===== config.mk =====
export PLATFORM = sky130hd
export DESIGN_NAME = bam_aux_field_parser_unit_flat
export DESIGN_NICKNAME = d
export VERILOG_FILES = /design/src/design/bafp_pkg.sv /design/src/design/bafp_req_if.sv /design/src/design/bafp_rsp_if.sv /design/src/design/bafp_front.sv /design/src/design/bafp_queue.sv /design/src/design/bafp_back.sv /design/src/design/bam_aux_field_parser_unit.sv /design/src/flat_wrapper.sv
export SDC_FILE = /design/constraint.sdc
export NUM_CORES = 1
export LEC_CHECK = 0
export BUFFER_PORTS_ARGS = -buffer_cell sky130_fd_sc_hd__clkbuf_2
export CAP_MARGIN = 20
export CORE_ASPECT_RATIO = 1.75
export CORE_UTILIZATION = 60
export DETAILED_ROUTE_END_ITERATION = 8
export GPL_TIMING_DRIVEN = 1
export MAX_ROUTING_LAYER = met4
export PLACE_DENSITY = 0.86
export SYNTH_ARGS = -nofsm -noshare
export SYNTH_HDL_FRONTEND = slang
export SYNTH_SLANG_ARGS = --single-unit

===== constraint.sdc =====
create_clock -name clock -period 15.6 [get_ports clock]
set_clock_uncertainty 0.1 [all_clocks]
set_input_delay 0.78 -clock clock [delete_from_list [all_inputs] [get_ports clock]]
set_output_delay 0.78 -clock clock [all_outputs]
set_load 0.02 [all_outputs]

===== src/design/bafp_pkg.sv =====
// ----------------------------------------------------------------------------
// bafp_pkg
// Types and constants shared by the auxiliary field parser modules.
// ----------------------------------------------------------------------------
`default_nettype none

package bafp_pkg;

   // type characters
   localparam logic [7:0] CH_UPPER_A = 8'h41;
   localparam logic [7:0] CH_UPPER_C = 8'h43;
   localparam logic [7:0] CH_UPPER_S = 8'h53;
   localparam logic [7:0] CH_UPPER_I = 8'h49;
   localparam logic [7:0] CH_LOWER_I = 8'h69;
   localparam logic [7:0] CH_LOWER_F = 8'h66;
   localparam logic [7:0] CH_LOWER_D = 8'h64;
   localparam logic [7:0] CH_UPPER_H = 8'h48;
   localparam logic [7:0] CH_UPPER_Z = 8'h5A;
   localparam logic [7:0] CH_LOWER_C = 8'h63;
   localparam logic [7:0] CH_LOWER_S = 8'h73;

   typedef enum logic [2:0] {
      KIND_CHAR    = 3'd0,
      KIND_INT     = 3'd1,
      KIND_FLOAT   = 3'd2,
      KIND_DOUBLE  = 3'd3,
      KIND_STR_BYTE = 3'd4,
      KIND_STR_END = 3'd5,
      KIND_UNKNOWN = 3'd6
   } kind_type;

   typedef enum logic [2:0] {
      EXT_ZERO8  = 3'd0,
      EXT_ZERO16 = 3'd1,
      EXT_SIGN8  = 3'd2,
      EXT_SIGN16 = 3'd3,
      EXT_RAW32  = 3'd4,
      EXT_RAW64  = 3'd5
   } ext_type;

   typedef enum logic [2:0] {
      PH_TAG1   = 3'd0,
      PH_TAG2   = 3'd1,
      PH_TYPE   = 3'd2,
      PH_VALUE  = 3'd3,
      PH_STRING = 3'd4
   } phase_type;

   // decode of a byte taken as a type character
   typedef struct packed {
      logic     is_str;
      logic     is_hex;
      logic [3:0] vlen;
      kind_type vkind;
      ext_type  ext;
   } class_type;

   typedef struct packed {
      logic [7:0] data_byte;
      logic       block_end;
      class_type  cls;
   } entry_type;

endpackage

`default_nettype wire


===== src/design/bafp_req_if.sv =====
// ----------------------------------------------------------------------------
// bafp_req_if
// Byte channel into the auxiliary field parser.
// ----------------------------------------------------------------------------
`default_nettype none

interface bafp_req_if;
   logic       valid;
   logic       ready;
   logic [7:0] data_byte;
   logic       block_end;

   modport source (output valid, output data_byte, output block_end, input ready);
   modport sink (input valid, input data_byte, input block_end, output ready);
endinterface

`default_nettype wire


===== src/design/bafp_rsp_if.sv =====
// ----------------------------------------------------------------------------
// bafp_rsp_if
// Result channel out of the auxiliary field parser.
// ----------------------------------------------------------------------------
`default_nettype none

interface bafp_rsp_if;
   logic        valid;
   logic        ready;
   logic [7:0]  tag_first;
   logic [7:0]  tag_second;
   logic [2:0]  kind;
   logic [7:0]  type_byte;
   logic [63:0] value;
   logic        was_hex;
   logic        truncated;
   logic        block_done;

   modport source (
      output valid, output tag_first, output tag_second, output kind,
      output type_byte, output value, output was_hex, output truncated,
      output block_done, input ready
   );
   modport sink (
      input valid, input tag_first, input tag_second, input kind,
      input type_byte, input value, input was_hex, input truncated,
      input block_done, output ready
   );
endinterface

`default_nettype wire


===== src/design/bafp_front.sv =====
// ----------------------------------------------------------------------------
// bafp_front
// Accepts bytes and decodes each one as a possible type character.
// ----------------------------------------------------------------------------
`default_nettype none

module bafp_front (
   bafp_req_if.sink          req,
   input  logic              q_full,
   output logic              push,
   output bafp_pkg::entry_type push_entry
);
   import bafp_pkg::*;

   class_type cls;

   always_comb begin
      cls = '{is_str: 1'b0, is_hex: 1'b0, vlen: 4'd0, vkind: KIND_INT, ext: EXT_RAW32};
      case (req.data_byte)
         CH_UPPER_Z: begin
            cls.is_str = 1'b1;
         end
         CH_UPPER_H: begin
            cls.is_str = 1'b1;
            cls.is_hex = 1'b1;
         end
         CH_UPPER_A: begin
            cls.vlen  = 4'd1;
            cls.vkind = KIND_CHAR;
            cls.ext   = EXT_ZERO8;
         end
         CH_UPPER_C: begin
            cls.vlen = 4'd1;
            cls.ext  = EXT_ZERO8;
         end
         CH_LOWER_C: begin
            cls.vlen = 4'd1;
            cls.ext  = EXT_SIGN8;
         end
         CH_UPPER_S: begin
            cls.vlen = 4'd2;
            cls.ext  = EXT_ZERO16;
         end
         CH_LOWER_S: begin
            cls.vlen = 4'd2;
            cls.ext  = EXT_SIGN16;
         end
         CH_UPPER_I, CH_LOWER_I: begin
            cls.vlen = 4'd4;
         end
         CH_LOWER_F: begin
            cls.vlen  = 4'd4;
            cls.vkind = KIND_FLOAT;
         end
         CH_LOWER_D: begin
            cls.vlen  = 4'd8;
            cls.vkind = KIND_DOUBLE;
            cls.ext   = EXT_RAW64;
         end
         default: begin
            cls.vlen = 4'd0;
         end
      endcase
   end

   assign req.ready  = !q_full;
   assign push       = req.valid && !q_full;
   assign push_entry = '{data_byte: req.data_byte, block_end: req.block_end, cls: cls};

endmodule

`default_nettype wire


===== src/design/bafp_queue.sv =====
// ----------------------------------------------------------------------------
// bafp_queue
// Short first-in first-out queue between the front and the back.
// ----------------------------------------------------------------------------
`default_nettype none

module bafp_queue #(
   parameter int DEPTH = 2
) (
   input  logic                clock,
   input  logic                reset,
   input  logic                push,
   input  bafp_pkg::entry_type push_entry,
   output logic                full,
   input  logic                pop,
   output logic                head_valid,
   output bafp_pkg::entry_type head_entry
);
   import bafp_pkg::*;

   localparam int PTR_W = (DEPTH > 1) ? $clog2(DEPTH) : 1;
   localparam int CNT_W = $clog2(DEPTH + 1);

   entry_type         slot_ff [DEPTH];
   logic [PTR_W-1:0]  wr_ptr_ff, wr_ptr_in;
   logic [PTR_W-1:0]  rd_ptr_ff, rd_ptr_in;
   logic [CNT_W-1:0]  count_ff, count_in;
   logic              do_pop;

   assign full       = (count_ff == CNT_W'(DEPTH));
   assign head_valid = (count_ff != '0);
   assign head_entry = slot_ff[rd_ptr_ff];
   assign do_pop     = pop && head_valid;

   always_comb begin
      wr_ptr_in = wr_ptr_ff;
      rd_ptr_in = rd_ptr_ff;
      count_in  = count_ff;
      if (push) begin
         wr_ptr_in = (wr_ptr_ff == PTR_W'(DEPTH - 1)) ? '0 : wr_ptr_ff + 1'b1;
      end
      if (do_pop) begin
         rd_ptr_in = (rd_ptr_ff == PTR_W'(DEPTH - 1)) ? '0 : rd_ptr_ff + 1'b1;
      end
      case ({push, do_pop})
         2'b10: count_in = count_ff + 1'b1;
         2'b01: count_in = count_ff - 1'b1;
         default: count_in = count_ff;
      endcase
   end

   always_ff @(posedge clock) begin
      if (reset) begin
         wr_ptr_ff <= '0;
         rd_ptr_ff <= '0;
         count_ff  <= '0;
      end else begin
         wr_ptr_ff <= wr_ptr_in;
         rd_ptr_ff <= rd_ptr_in;
         count_ff  <= count_in;
      end
   end

   always_ff @(posedge clock) begin
      if (push) begin
         slot_ff[wr_ptr_ff] <= push_entry;
      end
   end

   a_count_bound: assert property (@(posedge clock) disable iff (reset)
      count_ff <= CNT_W'(DEPTH))
      else $error("queue count above depth");
   a_no_push_full: assert property (@(posedge clock) disable iff (reset)
      full |-> !push)
      else $error("push into full queue");
   a_pop_count: assert property (@(posedge clock) disable iff (reset)
      (do_pop && !push) |=> count_ff == $past(count_ff) - 1'b1)
      else $error("queue count did not drop on pop");

endmodule

`default_nettype wire


===== src/design/bafp_back.sv =====
// ----------------------------------------------------------------------------
// bafp_back
// Field state machine: gathers tags, type and value bytes, registers results.
// ----------------------------------------------------------------------------
`default_nettype none

module bafp_back (
   input  logic                clock,
   input  logic                reset,
   input  logic                head_valid,
   input  bafp_pkg::entry_type head_entry,
   output logic                pop,
   bafp_rsp_if.source          rsp
);
   import bafp_pkg::*;

   phase_type   phase_ff, phase_in;
   logic [7:0]  tag1_ff, tag1_in;
   logic [7:0]  tag2_ff, tag2_in;
   logic [7:0]  type_ff, type_in;
   class_type   cls_ff, cls_in;
   logic [2:0]  idx_ff, idx_in;
   logic [63:0] acc_ff, acc_in;

   logic        rsp_valid_ff;
   logic [7:0]  rsp_tag1_ff;
   logic [7:0]  rsp_tag2_ff;
   kind_type    rsp_kind_ff;
   logic [7:0]  rsp_type_ff;
   logic [63:0] rsp_value_ff;
   logic        rsp_hex_ff;
   logic        rsp_trunc_ff;
   logic        rsp_done_ff;

   logic [7:0]  b;
   logic        value_last;
   logic [63:0] acc_merge;
   logic        have;
   kind_type    kind;
   logic [63:0] val;
   logic        hex;
   logic        out_free;
   logic        advance;
   phase_type   phase_field;

   assign b          = head_entry.data_byte;
   assign value_last = ({1'b0, idx_ff} == (cls_ff.vlen - 4'd1));
   assign acc_merge  = acc_ff | (64'(b) << {idx_ff, 3'b000});
   assign out_free   = !rsp_valid_ff || rsp.ready;
   assign advance    = head_valid && (!have || out_free);
   assign pop        = advance;

   // next state: phase at end of the field logic, then block end forces tag1
   always_comb begin
      phase_field = phase_ff;
      case (phase_ff)
         PH_TAG1: phase_field = PH_TAG2;
         PH_TAG2: phase_field = PH_TYPE;
         PH_TYPE: begin
            if (head_entry.cls.is_str) begin
               phase_field = PH_STRING;
            end else if (head_entry.cls.vlen == 4'd0) begin
               phase_field = PH_TAG1;
            end else begin
               phase_field = PH_VALUE;
            end
         end
         PH_VALUE: phase_field = value_last ? PH_TAG1 : PH_VALUE;
         PH_STRING: phase_field = (b == 8'd0) ? PH_TAG1 : PH_STRING;
         default: phase_field = PH_TAG1;
      endcase
      phase_in = head_entry.block_end ? PH_TAG1 : phase_field;
   end

   // outputs and datapath updates
   always_comb begin
      tag1_in = tag1_ff;
      tag2_in = tag2_ff;
      type_in = type_ff;
      cls_in  = cls_ff;
      idx_in  = idx_ff;
      acc_in  = acc_ff;
      have    = 1'b0;
      kind    = KIND_UNKNOWN;
      val     = '0;
      hex     = 1'b0;
      case (phase_ff)
         PH_TAG1: begin
            tag1_in = b;
            tag2_in = '0;
            type_in = '0;
         end
         PH_TAG2: begin
            tag2_in = b;
         end
         PH_TYPE: begin
            type_in = b;
            cls_in  = head_entry.cls;
            idx_in  = '0;
            acc_in  = '0;
            if (!head_entry.cls.is_str && head_entry.cls.vlen == 4'd0) begin
               have = 1'b1;
            end
         end
         PH_VALUE: begin
            acc_in = acc_merge;
            idx_in = idx_ff + 3'd1;
            if (value_last) begin
               have = 1'b1;
               kind = cls_ff.vkind;
               case (cls_ff.ext)
                  EXT_ZERO8:  val = {56'd0, acc_merge[7:0]};
                  EXT_ZERO16: val = {48'd0, acc_merge[15:0]};
                  EXT_SIGN8:  val = {32'd0, {24{acc_merge[7]}}, acc_merge[7:0]};
                  EXT_SIGN16: val = {32'd0, {16{acc_merge[15]}}, acc_merge[15:0]};
                  EXT_RAW64:  val = acc_merge;
                  default:    val = {32'd0, acc_merge[31:0]};
               endcase
            end
         end
         PH_STRING: begin
            have = 1'b1;
            hex  = cls_ff.is_hex;
            if (b == 8'd0) begin
               kind = KIND_STR_END;
            end else begin
               kind = KIND_STR_BYTE;
               val  = 64'(b);
            end
         end
         default: begin
            tag1_in = b;
            tag2_in = '0;
            type_in = '0;
         end
      endcase
      // block end with no result of its own: report an empty unknown result
      if (head_entry.block_end && !have) begin
         have = 1'b1;
         kind = KIND_UNKNOWN;
         val  = '0;
         hex  = 1'b0;
      end
   end

   always_ff @(posedge clock) begin
      if (reset) begin
         phase_ff     <= PH_TAG1;
         rsp_valid_ff <= 1'b0;
      end else begin
         if (advance) begin
            phase_ff <= phase_in;
         end
         if (advance && have) begin
            rsp_valid_ff <= 1'b1;
         end else if (rsp.ready) begin
            rsp_valid_ff <= 1'b0;
         end
      end
   end

   always_ff @(posedge clock) begin
      if (advance) begin
         tag1_ff <= tag1_in;
         tag2_ff <= tag2_in;
         type_ff <= type_in;
         cls_ff  <= cls_in;
         idx_ff  <= idx_in;
         acc_ff  <= acc_in;
      end
      if (advance && have) begin
         rsp_tag1_ff  <= tag1_in;
         rsp_tag2_ff  <= tag2_in;
         rsp_kind_ff  <= kind;
         rsp_type_ff  <= type_in;
         rsp_value_ff <= val;
         rsp_hex_ff   <= hex;
         rsp_trunc_ff <= head_entry.block_end && (phase_field != PH_TAG1);
         rsp_done_ff  <= head_entry.block_end;
      end
   end

   assign rsp.valid      = rsp_valid_ff;
   assign rsp.tag_first  = rsp_tag1_ff;
   assign rsp.tag_second = rsp_tag2_ff;
   assign rsp.kind       = rsp_kind_ff;
   assign rsp.type_byte  = rsp_type_ff;
   assign rsp.value      = rsp_value_ff;
   assign rsp.was_hex    = rsp_hex_ff;
   assign rsp.truncated  = rsp_trunc_ff;
   assign rsp.block_done = rsp_done_ff;

   a_block_end_tag1: assert property (@(posedge clock) disable iff (reset)
      (advance && head_entry.block_end) |=> phase_ff == PH_TAG1)
      else $error("block end did not return to first tag");
   a_trunc_done: assert property (@(posedge clock) disable iff (reset)
      (rsp_valid_ff && rsp_trunc_ff) |-> rsp_done_ff)
      else $error("truncation without block end");
   a_hex_string: assert property (@(posedge clock) disable iff (reset)
      (rsp_valid_ff && rsp_hex_ff) |->
         (rsp_kind_ff == KIND_STR_BYTE || rsp_kind_ff == KIND_STR_END))
      else $error("hex flag on a non-string result");
   a_unknown_zero: assert property (@(posedge clock) disable iff (reset)
      (rsp_valid_ff && rsp_kind_ff == KIND_UNKNOWN) |-> rsp_value_ff == '0)
      else $error("unknown result with nonzero value");
   a_no_overwrite: assert property (@(posedge clock) disable iff (reset)
      (rsp_valid_ff && !rsp.ready) |=> rsp_valid_ff)
      else $error("pending result dropped");

endmodule

`default_nettype wire


===== src/design/bam_aux_field_parser_unit.sv =====
// ----------------------------------------------------------------------------
// bam_aux_field_parser_unit
// Auxiliary field parser: one block byte in, at most one field result out.
// ----------------------------------------------------------------------------
//   channel   dir  handshake      payload
//   req_chan  in   valid/ready    data_byte[7:0], block_end
//   rsp_chan  out  valid/ready    tag_first, tag_second, kind, type_byte,
//                                 value[63:0], was_hex, truncated, block_done
//
// One byte per cycle sustained while results are taken; an accepted byte goes
// into a queue slot, and from the queue head its result is registered.
// The field state machine takes one queued byte per cycle, but a byte with a
// result waits while the output stalls; bytes with none drain from the queue.
// Reset (synchronous) empties the queue and returns to the first tag byte.
// ----------------------------------------------------------------------------
`default_nettype none

module bam_aux_field_parser_unit #(
   parameter int QUEUE_DEPTH = 2
) (
   input  logic        clock,
   input  logic        reset,
   bafp_req_if.sink    req_chan,
   bafp_rsp_if.source  rsp_chan
);
   import bafp_pkg::*;

   logic      push;
   entry_type push_entry;
   logic      q_full;
   logic      pop;
   logic      head_valid;
   entry_type head_entry;

   bafp_front u_front (
      .req        (req_chan),
      .q_full     (q_full),
      .push       (push),
      .push_entry (push_entry)
   );

   bafp_queue #(
      .DEPTH (QUEUE_DEPTH)
   ) u_queue (
      .clock      (clock),
      .reset      (reset),
      .push       (push),
      .push_entry (push_entry),
      .full       (q_full),
      .pop        (pop),
      .head_valid (head_valid),
      .head_entry (head_entry)
   );

   bafp_back u_back (
      .clock      (clock),
      .reset      (reset),
      .head_valid (head_valid),
      .head_entry (head_entry),
      .pop        (pop),
      .rsp        (rsp_chan)
   );

endmodule

`default_nettype wire


===== src/flat_wrapper.sv =====
// flat-port wrapper written by rule: the top's interface ports become plain ports
module bam_aux_field_parser_unit_flat import bafp_pkg::*;
#(
   parameter int QUEUE_DEPTH = 2
)
  (clock, reset, req_chan_valid, req_chan_data_byte, req_chan_block_end, req_chan_ready, rsp_chan_valid, rsp_chan_tag_first, rsp_chan_tag_second, rsp_chan_kind, rsp_chan_type_byte, rsp_chan_value, rsp_chan_was_hex, rsp_chan_truncated, rsp_chan_block_done, rsp_chan_ready);
  bafp_req_if req_chan_i ();
  bafp_rsp_if rsp_chan_i ();
  input  logic clock;
  input  logic reset;
  input wire logic [$bits(req_chan_i.valid)-1:0] req_chan_valid;
  input wire logic [$bits(req_chan_i.data_byte)-1:0] req_chan_data_byte;
  input wire logic [$bits(req_chan_i.block_end)-1:0] req_chan_block_end;
  output wire logic [$bits(req_chan_i.ready)-1:0] req_chan_ready;
  output wire logic [$bits(rsp_chan_i.valid)-1:0] rsp_chan_valid;
  output wire logic [$bits(rsp_chan_i.tag_first)-1:0] rsp_chan_tag_first;
  output wire logic [$bits(rsp_chan_i.tag_second)-1:0] rsp_chan_tag_second;
  output wire logic [$bits(rsp_chan_i.kind)-1:0] rsp_chan_kind;
  output wire logic [$bits(rsp_chan_i.type_byte)-1:0] rsp_chan_type_byte;
  output wire logic [$bits(rsp_chan_i.value)-1:0] rsp_chan_value;
  output wire logic [$bits(rsp_chan_i.was_hex)-1:0] rsp_chan_was_hex;
  output wire logic [$bits(rsp_chan_i.truncated)-1:0] rsp_chan_truncated;
  output wire logic [$bits(rsp_chan_i.block_done)-1:0] rsp_chan_block_done;
  input wire logic [$bits(rsp_chan_i.ready)-1:0] rsp_chan_ready;
  assign req_chan_i.valid = req_chan_valid;
  assign req_chan_i.data_byte = req_chan_data_byte;
  assign req_chan_i.block_end = req_chan_block_end;
  assign req_chan_ready = req_chan_i.ready;
  assign rsp_chan_valid = rsp_chan_i.valid;
  assign rsp_chan_tag_first = rsp_chan_i.tag_first;
  assign rsp_chan_tag_second = rsp_chan_i.tag_second;
  assign rsp_chan_kind = rsp_chan_i.kind;
  assign rsp_chan_type_byte = rsp_chan_i.type_byte;
  assign rsp_chan_value = rsp_chan_i.value;
  assign rsp_chan_was_hex = rsp_chan_i.was_hex;
  assign rsp_chan_truncated = rsp_chan_i.truncated;
  assign rsp_chan_block_done = rsp_chan_i.block_done;
  assign rsp_chan_i.ready = rsp_chan_ready;
  bam_aux_field_parser_unit #(.QUEUE_DEPTH(QUEUE_DEPTH)) u_core (.clock(clock), .reset(reset), .req_chan(req_chan_i), .rsp_chan(rsp_chan_i));
endmodule

==> impl_results.md, run 1 <==
* Pwr Density at 176.4 nW/um^2
* Avg Cell Area, Syn at between 10 and 15 um^2
* Fin. Hold Viols at 0
* CTS clock-pin slew for the worst setup and hold paths at approximately 70 ps
* IO buf count at between 100 and 150
* Initial Util at around three fifths
* WP data arrival at approximately 4100 ps
* Unrepaired setup endpoints after global routing: no
* CP Class: reg -> reg
* # DRC at 0
* Status: finished, final reports clean
* Worst slew margin at a little under a quarter
* Gr usage total at 24.50%
* Fillers at 1084
* TNS Setup at 0 ps
* H-tree depth at 1
* First-pass GRT wire length at ~31000 um
* Clock Latency Late Sink at ~500 ps
* Synth Flop Type: edfxtp_1
* Dpl ws at 11540 ps
* ANT cells at 0
* Fin cells at roughly 1100
* Worst setup EP type: flip-flop
* Leakage power total at roughly 4.0 nW
* Crit path required time at about 16000 ps
* Synthesized Nets at about 760
* Commonest non-fill, non-tap cell in the layout: edfxtp_1
* Post-DP HPWL at 12970 um
* Gate count after technology mapping at around 750
* Fmax at between 200 and 250 MHz
* Post-synthesis sequential area ratio at between 70% and 80%
* Number of max-cap violations at 0
* Top Ports at between 100 and 150
* Final wirelength at between 20000 and 25000 um
* Placed Cells incl. Taps at roughly 1000
* Netlist Area Pre-Place at around 10000 um^2
* Postcts setup bufs at 0
* TritonCTS buffer count at 21
* Core region area at around 16000 um^2
* Final period utilization at about a quarter
* Die W at between 90 and 100 um
* Max Slew Vio Count at 0
* Setup WS post-layout at approximately 11000 ps
* Grt ovf at 0
* Cell Rows at just over 60
* Syn-to-layout area delta at 14.33%
* Vias per cell at just under 6
* Gp weighted congestion at 0.8823
* Worst IR Drop VDD at around 0.10 mV
* Share of post-route cells with drive strength above 1 at 22.41%
* Clk sinks at 244
* ANT nets after route at 0
* Synth warnings at 0
* Post-CTS Hold Fix Bufs at 0
* Hold crit path type: in -> reg
* Layout net count at 851
* Clock Tree Root: clkbuf_16
* Fin crit period at around 4000 ps
* Final setup fails at 0
* Leading cell types in the layout, fill and taps excluded: edfxtp_1, nor2_1, clkbuf_2, a21oi_1, nand2_1
* Initial antenna violation count at 0
* # resized after CTS at 0
* Worst slew pin tran at about 1100 ps
* Clock buffer depth at 3
* 1st-pass router iterations at 5
* CP max FO at 66
* Die ar. at around 17000 um^2
* CTS tree: built
* EDFF count, synth at 235
* Routed WL per cell at around 19 um
* Largest net degree at the start of global routing at just under 70
* Die Y-Extent at 172.8 um
* Synth cell types at between 40 and 50
* DR vias at ~6300
* Vias in the first global route at 6095
* CP Launch Type: flip-flop
* Synthesized flop and latch total at 244
* Initial detailed-routing violation count at 530
* Post-synth ARST share at 0%
report_power, final:
part	switching, W	total (W)	internal [W]
registers	0.0000583	0.000981	0.000923
logic	0.000353	0.000503	0.000150
clock network	0.000222	0.000534	0.000312
final timing paths:
| path | start | to | depth (start not counted) | slack, ps |
|---|---|---|---|---|
| worst max-delay path | u_core.u_back.phase_ff[0] | u_core.u_back.rsp.type_byte[3] | 5 | 11500 |
| worst min-delay path | req_chan_data_byte[7] | u_core.u_queue.slot_ff[0][19] | 1 | 390 |
| worst max register to register | u_core.u_back.phase_ff[0] | u_core.u_back.rsp.type_byte[3] | 5 | 11500 |
| worst min register to register | u_core.u_back.cls_ff[10] | u_core.u_back.rsp.was_hex | 1 | 430 |
synthesized netlist by cell type, types with 2 or more instances:
| master | number | area, um^2 |
|---|---|---|
| dfxtp_1 | 9 | 180.2 |
| a21oi_1 | 94 | 470.5 |
| and3_1 | 2 | 12.51 |
| nand2_1 | 35 | 131.4 |
| mux2_2 | 31 | 349.1 |
| nor4b_1 | 2 | 17.52 |
| xor2_1 | 4 | 35.03 |
| a22oi_1 | 16 | 120.1 |
| inv_1 | 6 | 22.52 |
| clkbuf_1 | 25 | 93.84 |
| mux2i_1 | 2 | 20.02 |
| nor2_1 | 121 | 454.2 |
| and3b_1 | 3 | 26.28 |
| nor3b_1 | 4 | 30.03 |
| nand2b_1 | 33 | 206.5 |
| or4_1 | 3 | 22.52 |
| o21a_1 | 2 | 15.01 |
| ha_1 | 3 | 37.54 |
| nor2b_1 | 15 | 93.84 |
| o21ai_0 | 26 | 130.1 |
| buf_1 | 8 | 30.03 |
| nor4_1 | 4 | 25.02 |
| buf_2 | 16 | 80.08 |
| xnor2_1 | 5 | 43.79 |
| o31ai_1 | 3 | 22.52 |
| a31oi_1 | 2 | 12.51 |
| nor3_1 | 9 | 45.04 |
| and2_1 | 5 | 31.28 |
| or3_1 | 3 | 18.77 |
| or2_2 | 3 | 18.77 |
| edfxtp_1 | 235 | 7057 |
cells by family after synthesis:
family                     share of synthesized area [%]
adders and majority gates                         0.3752
and+or+nand+nor                                    11.85
buffers and inverters                              2.388
xor gates and xnor gates                          0.7877
muxes                                              3.689
AOI/OAI and AO/OA                                  8.578
DFF                                                72.33
cell type report:
| class | count | area [um^2] | share of cell area [%] |
|---|---|---|---|
| Sequential cell | 244 | 7237 | 63.26 |
| Inverter | 6 | 22.52 | 0.1969 |
| Clock inverter | 13 | 163.9 | 1.433 |
| Multi-Input combinational cell | 444 | 2555 | 22.33 |
| Clock buffer | 23 | 533.0 | 4.659 |
| Timing Repair Buffer | 118 | 648.1 | 5.666 |
| Tap cell | 224 | 280.3 | 2.450 |
through the flow:
| stage | area (um^2) | hold slack [ps] | util, % | power [W] |
|---|---|---|---|---|
| after detailed placement | 10710 | 413.2 | 65.42 | 0.001483 |
| after global placement | 10690 | 406.4 | 65.30 | 0.001466 |
| after CTS | 11400 | 381.2 | 69.68 | 0.002012 |
| after floorplan | 10010 | 380.0 | - | 0.001336 |
| after global routing | 11440 | 385.8 | 69.89 | 0.002093 |
| final | 11440 | 387.4 | 69.89 | 0.002018 |
state kept, by name (all words and copies together), names as in the netlist, 8 cells and up, named ones only:
register	cells
u_core.u_back.acc_ff	64
u_core.u_back.cls_ff	10
u_core.u_back.tag1_ff	8
u_core.u_back.type_ff	8
u_core.u_back.rsp.type_byte	8
u_core.u_back.tag2_ff	8
u_core.u_back.rsp.value	64
u_core.u_queue.slot_ff	40
u_core.u_back.rsp.tag_first	8
u_core.u_back.rsp.tag_second	8
worst max-delay path, stage by stage, from the launching register on:
cell,delay (ps)
dfxtp_1,950
nor3_1,180
a2111oi_0,560
a22oi_2,280
a31oi_4,840
buf_4,750
per-layer routing:
metal | track usage [%] | routed length [um]
met3 | 3.112 | 1382
met1 | 28.48 | 7038
met2 | 43.32 | 11240
met4 | 8.640 | 530
met5 | - | 0
Power figures use the tool's default switching activity.
==> inputs of run 2 (changes only) <==
- CORE_UTILIZATION: 60 -> 53
- PLACE_DENSITY: 0.86 -> 0.81
- clock period: 15.6 -> 3.35 ns (I/O delays scaled with it)
==> impl_results.md, run 2 (synthesis results as in run 1) <==
* Largest net degree at the start of global routing at 68 (unchanged)
* CTS clock-pin slew for the worst setup and hold paths at 70 ps (about the same)
* Final wirelength at 20770 um (+2.8%)
* Final period utilization at 86.06% (+60 points)
* CTS tree: built
* CP Launch Type: flip-flop
* WP data arrival at 3210 ps (-920 ps)
* Status: finished, final reports clean
* ANT cells at 0 (unchanged)
* Max Slew Vio Count at 0 (unchanged)
* Post-DP HPWL at 13550 um (+4.5%)
* Initial Util at 54.09% (-7.0 points)
* 1st-pass router iterations at 5 (unchanged)
* Clk sinks at 244 (unchanged)
* Cell Rows at 66 (+6.5%)
* Hold crit path type: in -> reg
* IO buf count at 108 (unchanged)
* CP endpoint: u_core.u_queue.count_ff[1]
* Layout net count at 873 (+2.6%)
* Initial antenna violation count at 0 (unchanged)
* Top Ports at 109 (unchanged)
* First-pass GRT wire length at 32200 um (+2.4%)
* Crit path required time at 3680 ps (-11950 ps)
* Die ar. at 19450 um^2 (+13%)
* Final setup fails at 0 (unchanged)
* ANT nets after route at 0 (unchanged)
* Worst slew margin at 30.54% (+7.0 points)
* Gr usage total at 22.22% (-2.3 points)
* Worst setup EP type: flip-flop
* Unrepaired setup endpoints after global routing: no
* H-tree depth at 1 (unchanged)
* Fin. Hold Viols at 0 (unchanged)
* Hold Worst Slack at 321.7 ps (-65.68 ps)
* CP max FO at 7 (-89%)
* Share of post-route cells with drive strength above 1 at 23.19% (+0.79 points)
* Vias per cell at 5.769 (-1.9%)
* Vias in the first global route at 6125 (+0.49%)
* Leading cell types in the layout, fill and taps excluded: edfxtp_1, nor2_1, clkbuf_2, a21oi_1, nand2_1
* Commonest non-fill, non-tap cell in the layout: edfxtp_1
* Grt ovf at 0 (unchanged)
* Fin crit period at 2883 ps (-1220 ps)
* TritonCTS buffer count at 21 (unchanged)
* Overall Power at 0.009186 W (+360%)
* Leakage power total at 4.074 nW (+1.7%)
* Number of max-cap violations at 0 (unchanged)
* # resized after CTS at 0 (unchanged)
* Routed WL per cell at 18.73 um (-0.59%)
* Initial detailed-routing violation count at 545 (+2.8%)
* Clock Latency Late Sink at 500 ps (about the same)
* DR vias at 6398 (+1.5%)
* Worst IR Drop VDD at 0.4437 mV (+320%)
* R2R cell count at 10 (+5)
* CP startpoint: u_core.u_back.cls_ff[6]
* Clock Tree Root: clkbuf_16
* Worst slew pin tran at 1040 ps (-104.6 ps)
* Launch point of the worst reg-to-reg path: u_core.u_back.cls_ff[6]
* # DRC at 0 (unchanged)
* Pwr Density at 792.4 nW/um^2 (+350%)
* Core region area at 18500 um^2 (+13%)
* Reg2reg end: u_core.u_queue.count_ff[1]
* Clock buffer depth at 3 (unchanged)
* Syn-to-layout area delta at 15.86%
* Die W at 105.9 um (+6.3%)
* CP Class: reg -> reg
* Fmax at 346.9 MHz (+42%)
* Gp weighted congestion at 0.8373 (-5.1%)
* Reg2Reg Setup Slack at 470 ps (-11030 ps)
* Die Y-Extent at 183.8 um (+6.3%)
-- run 2: worst max-delay path: stages, from the launching register on --
cell and delay, ps:
edfxtp_1 420, inv_1 60, ha_2 180, xor2_1 160, nor4_1 270, o211ai_1 200, a22oi_2 470, inv_1 120
ha_1 340, or3_1 360, a21oi_1 140
-- run 2: stage by stage --
stage / instances / area (um^2) / utilization, % / setup slack (ps) / setup TNS, ps
floorplan: 745 / 10060 / - / -317.0 / -29800
global placement: 1059 / 10840 / 58.62 / 568.3 / 0
detailed placement: 1059 / 10840 / 58.62 / 498.1 / 0
CTS: 1108 / 11580 / 62.63 / 469.3 / 0
global route: 1109 / 11590 / 62.67 / 253.0 / 0
finish: 1109 / 11590 / 62.67 / 467.1 / 0
-- run 2: final cells by class --
class / instances / area [um^2]
well taps: 238 / 297.8
repair buffers: 140 / 848.3
fillers: 1408 / 6905
clock buffers: 23 / 533.0
multi-input cells: 444 / 2566
inverters: 6 / 22.52
flip-flops and latches: 244 / 7237
clock inverters: 14 / 87.58
-- run 2: worst min-delay path by stage --
stage                                    end                   from  cells after the start
2_1_floorplan  u_core.u_queue.slot_ff[0][11]     req_chan_block_end                      0
3_3_place_gp   u_core.u_queue.slot_ff[0][11]     req_chan_block_end                      1
3_5_place_dp   u_core.u_queue.slot_ff[0][11]     req_chan_block_end                      1
4_1_cts        u_core.u_queue.slot_ff[1][18]  req_chan_data_byte[6]                      2
5_1_grt        u_core.u_queue.slot_ff[0][11]     req_chan_block_end                      2
6_report       u_core.u_queue.slot_ff[1][18]  req_chan_data_byte[6]                      2
-- run 2: repair_timing --
item | CTS | global route
hold buffers | 12 | 0
buffers inserted | 0 | 0
endpoints found under the hold margin | 26 | 0
-- run 2: power breakdown --
group | switching (W) | internal [W]
Sequential | 0.000238 | 0.00428
Combinational | 0.00169 | 0.000737
Clock | 0.00107 | 0.00117
Total | 0.00300 | 0.00619
-- run 2: per-layer routing --
| metal | routed length (um) | global-route usage, % |
|---|---|---|
| met1 | 7690 | 25.56 |
| met2 | 11030 | 38.88 |
| met3 | 1239 | 2.552 |
| met4 | 809 | 10.11 |
| met5 | 0 | - |
==> inputs of run 3 (changes only) <==
- CORE_UTILIZATION: 53 -> 23
- PLACE_DENSITY: 0.81 -> 0.45
==> impl_results.md, run 3 (synthesis results as in run 1) <==
* Worst hold path depth at 2 (unchanged)
* Buffers and inverters on the worst path at 2 (unchanged)
* R2R cell count at 7 (-3)
* WP data arrival at 2890 ps (-320 ps)
* Cell Rows at 100 (+52%)
* Vias in the first global route at 6141 (+0.26%)
* Worst slew margin at 34.79% (+4.3 points)
* Final setup fails at 0 (unchanged)
* Met3 Use GR at 1.376% (-1.2 points)
* Die W at 159.7 um (+51%)
* Crit path depth at 7 (-3)
* H-tree depth at 1 (unchanged)
* # DRC at 0 (unchanged)
* First-pass GRT wire length at 37540 um (+17%)
* Share of post-route cells with drive strength above 1 at 24.58% (+1.4 points)
* Leakage power total at 4.196 nW (+3.0%)
* Grt ovf at 0 (unchanged)
* Clock Latency Late Sink at 530 ps (+30 ps)
* Syn-to-layout area delta at 22.30%
* Unrepaired setup endpoints after global routing: no
* Finished Cell Area at 12240 um^2 (+5.6%)
* Internal power at 0.006674 W (+7.9%)
* Routed WL per cell at 17.45 um (-6.8%)
* Max Slew Vio Count at 0 (unchanged)
* ANT nets after route at 0 (unchanged)
* Worst IR Drop VDD at 0.4130 mV (-6.9%)
* Clock power share at 28.6% (+4.3 points)
* CP Cell Sequence: buf_4 -> mux2_2 -> a21oi_1 -> or3b_1 -> o31a_1 -> buf_4 -> a21oi_1
* Overall Power at 0.009887 W (+7.6%)
* Worst slew pin tran at 976.0 ps (-63.63 ps)
* Fin crit period at 2736 ps (-146.4 ps)
* Largest net degree at the start of global routing at 68 (unchanged)
* Initial antenna violation count at 0 (unchanged)
* 1st-pass router iterations at 7 (+2)
* CTS clock-pin slew for the worst setup and hold paths at 70 ps (about the same)
* Top Ports at 109 (unchanged)
* Clock Tree Root: clkbuf_16
* Switching power at 0.003213 W (+7.2%)
* Die Y-Extent at 277.9 um (+51%)
* Crit path required time at 3500 ps (-180 ps)
* Gp weighted congestion at 0.7554 (-9.8%)
* Clk sinks at 244 (unchanged)
* Slowest-stage cell, CP: dfxtp_1
* Fmax at 365.4 MHz (+5.4%)
* DR vias at 6118 (-4.4%)
* Clock buffer depth at 3 (unchanged)
* Sw frac at 32.50% (-0.14 points)
* CP max stage delay at 490 ps (+20 ps)
* Die ar. at 44380 um^2 (+130%)
* TritonCTS buffer count at 24 (+14%)
* IO buf count at 108 (unchanged)
* Postcts setup bufs at 0 (unchanged)
* Status: finished, final reports clean
* Leading cell types in the layout, fill and taps excluded: edfxtp_1, nor2_1, clkbuf_2, a21oi_1, nand2_1
* Initial detailed-routing violation count at 357 (-34%)
* Gr usage total at 11.51% (-11 points)
* Post-DP HPWL at 17150 um (+26%)
* Met2 Usage GRT at 21.40% (-17 points)
* Initial Util at 23.45% (-31 points)
* Part of the power in combinational logic at 25.3% (-1.2 points)
* Final period utilization at 81.69% (-4.4 points)
* Hold crit path type: in -> reg
* Layout net count at 882 (+1.0%)
* Worst setup EP type: flip-flop
* Fin. Hold Viols at 0 (unchanged)
* Core region area at 42670 um^2 (+130%)
* Pwr Density at 808.0 nW/um^2 (+2.0%)
* Met1 Usage GRT at 12.51% (-13 points)
* CTS tree: built
* Family with the most delay on the worst path: buffers and inverters
* ANT cells at 0 (unchanged)
* Final wirelength at 25200 um (+21%)
* DP Area at 11270 um^2 (+4.0%)
* CP Class: reg -> reg
* Vias per cell at 4.237 (-27%)
* Commonest non-fill, non-tap cell in the layout: edfxtp_1
* Number of max-cap violations at 0 (unchanged)
* Seq pwr share at 46.1% (-3.1 points)
* GRT busiest layer: met2
* CP Launch Type: flip-flop
* CP max FO at 18 (+11)
[run 3: path summary, 6_finish.rpt]
check                        startpoint                       endpoint  slack (ps)
min                  req_chan_block_end  u_core.u_queue.slot_ff[0][11]         300
max                           flip-flop    u_core.u_back.rsp.value[27]         610
min reg2reg  u_core.u_queue.count_ff[1]     u_core.u_queue.count_ff[1]         420
max reg2reg                   flip-flop    u_core.u_back.rsp.value[27]         610
[run 3: what timing repair did]
item,CTS,global route
hold endpoints to repair,30,0
gates resized for setup,0,0
hold buffers,14,0
[run 3: layout make-up]
class	instances	area, um^2
clock inverters	15	166.4
clock buffers	28	656.9
multi-input cells	444	2566
inverters	6	22.52
repair buffers	146	885.9
well taps	561	701.9
fillers	4369	30430
flip-flops and latches	244	7237
[run 3: through the flow]
step	setup TNS (ps)	std cells	hold WS [ps]	utilization, %	setup WS [ps]
floorplan	-29800	745	166.4	-	-317.0
global placement	0	1387	271.8	26.42	709.2
detailed placement	0	1387	288.9	26.42	568.9
CTS	0	1444	283.4	28.68	580.0
global route	0	1444	306.7	28.68	443.2
finish	0	1444	296.2	28.68	613.5
[run 3: metal layers]
metal	part of all wire, %	up-vias
li1	-	2950
met1	40	3015
met2	55	126
met3	3.2	27
met4	2.0	0
met5	0	-
[run 3: worst reg2reg max path, delay by kind of cell, from the launching register on]
family                 cells  cell delay, ps
muxes                      1             500
AOI/OAI and AO/OA          3             540
DFF                        1             490
and+or+nand+nor            1             320
buffers and inverters      2             530
[run 3: power by group through the flow]
| stage | combinational, W | sequential, W | clock [W] |
|---|---|---|---|
| 3_5_place_dp | 0.00255 | 0.00464 | 0 |
| 6_report | 0.00250 | 0.00456 | 0.00283 |
| 2_1_floorplan | 0.00114 | 0.00502 | 0 |
| 4_1_cts | 0.00258 | 0.00458 | 0.00292 |
| 3_3_place_gp | 0.00253 | 0.00464 | 0 |
| 5_1_grt | 0.00269 | 0.00463 | 0.00301 |
